<file path="src/assert_macros.svh">
// assertion macros shared by the rtl
`ifndef ASSERT_MACROS_SVH
`define ASSERT_MACROS_SVH

// same-cycle implication
`define VTA_ASSERT_IMP(label, clk, rst_n, ante, cons, msg) \
    label: assert property (@(posedge clk) disable iff (!rst_n) (ante) |-> (cons)) \
        else $error(msg);

// implication after a fixed delay
`define VTA_ASSERT_DLY(label, clk, rst_n, ante, dly, cons, msg) \
    label: assert property (@(posedge clk) disable iff (!rst_n) (ante) |-> ##dly (cons)) \
        else $error(msg);

`endif

</file>
<file path="src/vta_pkg.sv">
// types, constants and codes of the tuple alu
`timescale 1ns / 1ps

package vta_pkg;

    localparam int FRAC_BITS   = 16;
    localparam int W           = 32;
    localparam int SUM_W       = 2 * W + 4;
    localparam int SQ_W        = 2 * W;
    localparam int SQRT_REM_W  = W + 2;
    localparam int NUM_W       = W + FRAC_BITS;
    localparam int SQRT_STAGES = W;
    localparam int DIV_STAGES  = NUM_W;
    localparam int N_MUL       = 6;
    localparam int PIPE_LAT    = 4 + SQRT_STAGES + 1 + DIV_STAGES + 1;

    localparam int EPS_W  = 17;
    localparam int ADDR_W = 3;
    localparam int DATA_W = 32;
    localparam logic [EPS_W-1:0] EPS_RESET = EPS_W'(1);
    localparam logic REG_EPSILON = 1'b0;

    localparam logic signed [SUM_W-1:0] RND_HALF = SUM_W'(1) << (FRAC_BITS - 1);
    localparam logic signed [SUM_W-1:0] SAT_HI   = (SUM_W'(1) << (W - 1)) - SUM_W'(1);
    localparam logic signed [SUM_W-1:0] SAT_LO   = -(SUM_W'(1) << (W - 1));

    typedef enum logic [3:0] {
        OP_ADD   = 4'd0,
        OP_SUB   = 4'd1,
        OP_NEG   = 4'd2,
        OP_SCALE = 4'd3,
        OP_DIV   = 4'd4,
        OP_DOT   = 4'd5,
        OP_CROSS = 4'd6,
        OP_MAG   = 4'd7,
        OP_NORM  = 4'd8,
        OP_EQUAL = 4'd9
    } t_op;

    typedef enum logic [1:0] {
        ERR_OK   = 2'd0,
        ERR_DIV0 = 2'd1,
        ERR_OVF  = 2'd2
    } t_err;

    typedef struct packed {
        logic [3:0]          req_type;
        logic signed [W-1:0] a_x;
        logic signed [W-1:0] a_y;
        logic signed [W-1:0] a_z;
        logic signed [W-1:0] a_w;
        logic signed [W-1:0] b_x;
        logic signed [W-1:0] b_y;
        logic signed [W-1:0] b_z;
        logic signed [W-1:0] b_w;
        logic signed [W-1:0] scalar_in;
    } t_req;

    typedef struct packed {
        logic signed [W-1:0] r_x;
        logic signed [W-1:0] r_y;
        logic signed [W-1:0] r_z;
        logic signed [W-1:0] r_w;
        logic signed [W-1:0] scalar_out;
        logic                equal_flag;
        logic [1:0]          error_code;
    } t_rsp;

    // context riding alongside the square root
    typedef struct packed {
        logic [3:0]          op;
        logic [3:0][W-1:0]   a;
        logic [W-1:0]        s;
        logic [3:0][W-1:0]   r;
        logic [W-1:0]        sc;
        logic                eq;
        logic                ovf;
    } t_ctx1;

    // context riding alongside the dividers
    typedef struct packed {
        logic [3:0]          op;
        logic [3:0][W-1:0]   r;
        logic [W-1:0]        sc;
        logic                eq;
        logic                ovf;
        logic [3:0]          neg;
        logic [3:0]          aneg;
        logic                dz;
        logic [W-1:0]        mag;
    } t_ctx2;

endpackage

</file>
<file path="src/vta_sqrt.sv">
// pipelined floor square root, one root bit per stage
`timescale 1ns / 1ps

module vta_sqrt (
    input  logic                      i_clk,
    input  logic [vta_pkg::SQ_W-1:0]  i_rad,
    output logic [vta_pkg::W-1:0]     o_root
);
    import vta_pkg::*;

    logic [SQ_W-1:0]       r_val  [SQRT_STAGES];
    logic [SQRT_REM_W-1:0] r_rem  [SQRT_STAGES];
    logic [W-1:0]          r_root [SQRT_STAGES];
    logic [SQ_W-1:0]       n_val  [SQRT_STAGES];
    logic [SQRT_REM_W-1:0] n_rem  [SQRT_STAGES];
    logic [W-1:0]          n_root [SQRT_STAGES];

    for (genvar k = 0; k < SQRT_STAGES; k++) begin : g_stage
        logic [SQ_W-1:0]       pv;
        logic [SQRT_REM_W-1:0] prem;
        logic [W-1:0]          proot;
        logic [SQRT_REM_W+1:0] shf;
        logic [SQRT_REM_W+1:0] trial;

        if (k == 0) begin : g_first
            assign pv    = i_rad;
            assign prem  = '0;
            assign proot = '0;
        end else begin : g_next
            assign pv    = r_val[k-1];
            assign prem  = r_rem[k-1];
            assign proot = r_root[k-1];
        end

        always_comb begin
            shf      = {prem, pv[SQ_W-1 -: 2]};
            trial    = (SQRT_REM_W + 2)'({proot, 2'b01});
            n_val[k] = pv << 2;
            if (shf >= trial) begin
                n_rem[k]  = SQRT_REM_W'(shf - trial);
                n_root[k] = {proot[W-2:0], 1'b1};
            end else begin
                n_rem[k]  = SQRT_REM_W'(shf);
                n_root[k] = {proot[W-2:0], 1'b0};
            end
        end

        always_ff @(posedge i_clk) begin
            r_val[k]  <= n_val[k];
            r_rem[k]  <= n_rem[k];
            r_root[k] <= n_root[k];
        end
    end

    assign o_root = r_root[SQRT_STAGES-1];

endmodule

</file>
<file path="config.mk">
export PLATFORM = sky130hd
export DESIGN_NAME = vta_sqrt
export DESIGN_NICKNAME = d
export VERILOG_FILES = /design/src/assert_macros.svh /design/src/vta_pkg.sv /design/src/vta_sqrt.sv
export SDC_FILE = /design/constraint.sdc
export NUM_CORES = 2
export LEC_CHECK = 0
export BUFFER_PORTS_ARGS = -buffer_cell sky130_fd_sc_hd__buf_2
export CORE_UTILIZATION = 40
export CTS_CLUSTER_DIAMETER = 120
export DETAILED_ROUTE_END_ITERATION = 6
export PLACE_DENSITY_LB_ADDON = 0.12
export SLEW_MARGIN = 25
export SYNTH_ARGS = -nofsm -noshare
export SYNTH_HDL_FRONTEND = slang
export SYNTH_MEMORY_MAX_BITS = 65536
export SYNTH_SLANG_ARGS = --single-unit
</file>
<file path="constraint.sdc">
create_clock -name i_clk -period 3.2 [get_ports i_clk]
set_input_delay 0.16 -clock i_clk [delete_from_list [all_inputs] [get_ports i_clk]]
set_output_delay 0.16 -clock i_clk [all_outputs]
set_load 0.02 [all_outputs]
</file>
==> impl_metrics.yaml <==
global_routing:
  grt_pass1_vias: 63600
  grt_max_degree: 55
  antenna_found_initial: 6
  grt_first_pass_wirelength_mm: 328
  grt_usage_pct: 17.5
  overflow: 0
timing:
  clock_skew_ns: 0.0476
  slew_headroom_pct: 53.7
  rsz0062_at_grt: "true"
  finalCritPeriodShare_pct: 100
  report.final.slew_viol_count: 0
  fin_crit_ns: 3.20
  worstMarginPinSlew_ns: 0.689
  hold_viol: 0
  final.setup.worst_slack_ns: -0.00487
  setup_viol: 1
  finalSetupTns_ns: -0.00487
  max_freq_ghz: 0.312
power_and_ir_drop:
  pwr-share-clk_pct: 36.6
  switchingPower_uw: 24000
  swShare_pct: 27.7
  p_per_area_mw_per_mm2: 787
  power_frac_seq_pct: 46.9
  ir_drop_v: 0.000441
  p_leak_uw: 0.0512
  internal_power_uw: 62700
  comb_power_share_pct: 16.5
setup_path:
  cp_top_family: "simple AND/OR/NAND/NOR gates"
  crit_slowest_cell: "or4_4"
  critPathBufInv: 0
  startpoint_type: "flip-flop"
  cp_max_fo: 7
  crit_top_cell: "or4_4"
  r2r_end: "r_rem[1][127]"
  crit_path_cell_trace: "or4_4 > or4_4 > or3_4 > or4_4 > nor3_4 > a21boi_4 > a2111o_4 > nor2_1 > xor2_1"
  required_ns: 3.93
  cp.arrival_ns: 3.94
  r2r_slack_ns: -0.005
  rr_worst_depth: 9
  timing.rr.start: "r_rem[1][90]"
  end_kind: "flip-flop"
  slowest_delay_ns: 0.54
  path_class: "flip-flop to flip-flop"
placed_design:
  dp_hpwl_mm: 157
  dp.cells: 12400
  pre_cts_slack_ns: -0.327
  place_area_mm2: 0.0985
  place_congestion: 0.878
  numPortBuffers: 96
outcome:
  status: "finished with violations"
  violations: "design-rule violations, negative setup slack"
synthesis:
  synth_largest_area_cell: "dfxtp_1"
  syn-num-nets: 9688
  ys_warn_count: 0
  synthDistinctLibCells: 94
  synth.most_common_cell: "dfxtp_1"
  syn_inst: 9061
  netlist_area_mm2: 0.0920
  synthTopCellsByCount: "dfxtp_1, inv_1, nand2_1"
  synthFlopType: "dfxtp_1"
  yosys.area.top_type_share_pct: 54.9
  synth_edf_count: 0
  ys_seq_area_share_pct: 54.9
  synth_area_leaders: "dfxtp_1, ha_1, xor2_1, xnor2_1, a21oi_1"
  synth-seq-cells: 2523
  syn_area_per_cell_um2: 10.1
  ys_async_sr_fraction_pct: 0
layout:
  fin_util_pct: 48.3
  drive_gt1_share_pct: 11.9
  syn2layout_area_growth_pct: 19.7
  fin_nets: 10400
  fin_cells: 13000
  fin_area_mm2: 0.110
routing:
  first_iter_violations: 3120
  antenna_left: 0
  routed_wl_mm: 205
  vias: 63500
  drc: 2
  avgRoutedWirePerCell_um: 15.8
  viasPerCell: 4.89
  dr.pass1.iters: 7
min_path:
  hold_end: "r_val[0][664]"
  hold_path_depth: 0
  hp-class: "flip-flop to flip-flop"
  min_from: "r_val[0][600]"
floorplanning:
  die_area_mm2: 0.232
  coreArea_mm2: 0.228
  rows: 175
  io_pins: 97
  die_y_um: 481
  die-width_um: 481
  initial_utilization_pct: 40.3
clock_tree:
  numCtsBuffers: 282
  cts.sinks: 2523
  htree_levels: 5
  path_clk_slew_ns: 0.06
  insertion_delay_ns: 0.90
  cts_root_buf: "clkbuf_16"
  cts_tree: "built"
  cts_buffer_depth: 4
run:
  cap_violations: 0
==> worst max path at each step <==
stage | from | endpoint | slack [ns] | depth (start not counted)
after global routing | r_rem[1][90] | r_rem[1][127] | -0.11 | 9
after floorplan | r_rem[1][88] | r_rem[1][129] | 0.03 | 10
after CTS | r_root[1][234] | r_rem[1][277] | 0.001 | 12
after detailed placement | r_rem[0][318] | r_rem[0][357] | -0.33 | 10
after global placement | r_root[0][288] | r_rem[0][357] | -0.26 | 11
final | r_rem[1][90] | r_rem[1][127] | -0.005 | 9
==> state kept, by name, summed over array words and instances, names as in the netlist <==
name    count
r_root    528
r_val     992
r_rem    1003
==> layout make-up <==
type                            count  area (µm²)
Tap cell                         3009        3760
Clock inverter                     88        1100
Inverter                          694        2610
Sequential cell                  2523       50500
Fill cell                       21100      118000
Clock buffer                      387        8160
Multi-Input combinational cell   5678       39100
Antenna cell                        4        10.0
Timing Repair Buffer              607        4840
==> power groups by stage <==
stage                     Sequential (µW)  Clock (µW)  Combinational [µW]
final                               40700       31700               14300
after global routing                41300       34200               16000
after CTS                           40800       32800               14100
after detailed placement            41400           0               13900
after global placement              41400           0               13700
after floorplan                     39700           0               10200
==> placed cells by master, fill, tap and decap left out, types with 56 or more instances in the layout <==
master and instances:
a21oi_1 557, ha_1 556, nor2_1 517, o21a_1 83, dfxtp_1 2517, buf_4 366
nor4_1 105, nand2_1 634, clkbuf_8 56, buf_2 96, dlygate4sd3_1 129, xor2_1 433
a211oi_1 59, or3_1 94, clkbuf_16 292, inv_1 689, nand4_1 91, o21ai_0 487
a21o_1 218, nand2b_1 116, nand3_1 145, nor3_1 219, nor2b_1 73, xnor2_1 407
==> per-layer routing <==
layer | share of wire (%) | wire, µm | GRT usage (%) | up-vias
met5 | 0 | 0 | 0 | -
met4 | 3.0 | 6080 | 5.76 | 0
met3 | 3.4 | 6960 | 2.62 | 413
met2 | 49 | 101000 | 31.1 | 991
met1 | 44 | 91100 | 21.4 | 29600
li1 | - | - | - | 32500
==> repair_timing <==
| action | 4_1_cts | 5_1_grt |
|---|---|---|
| gates cloned | 0 | 3 |
| endpoints found under the setup margin | 64 | 407 |
| hold buffers | 129 | 0 |
| buffers inserted | 6 | 16 |
| pin swaps | 5 | 27 |
| hold endpoints to repair | 65 | 0 |
| gates resized for setup | 19 | 179 |
==> cell families after synthesis <==
family | synth area share, %
compound gates | 12.4
flops | 54.9
fa+ha+maj | 7.65
simple gates | 12.7
buf+inv | 3.54
mux | 0.805
xor+xnor | 8.01
other cells | 0.00408
==> stage by stage <==
step / hold WS, ns / total power, µW
after global placement: 0.262 / 55100
after CTS: 0.303 / 87700
final: 0.300 / 86700
after detailed placement: 0.264 / 55300
after global routing: 0.310 / 91400
after floorplan: 0.188 / 49900
(Power assumes the default switching activity.)
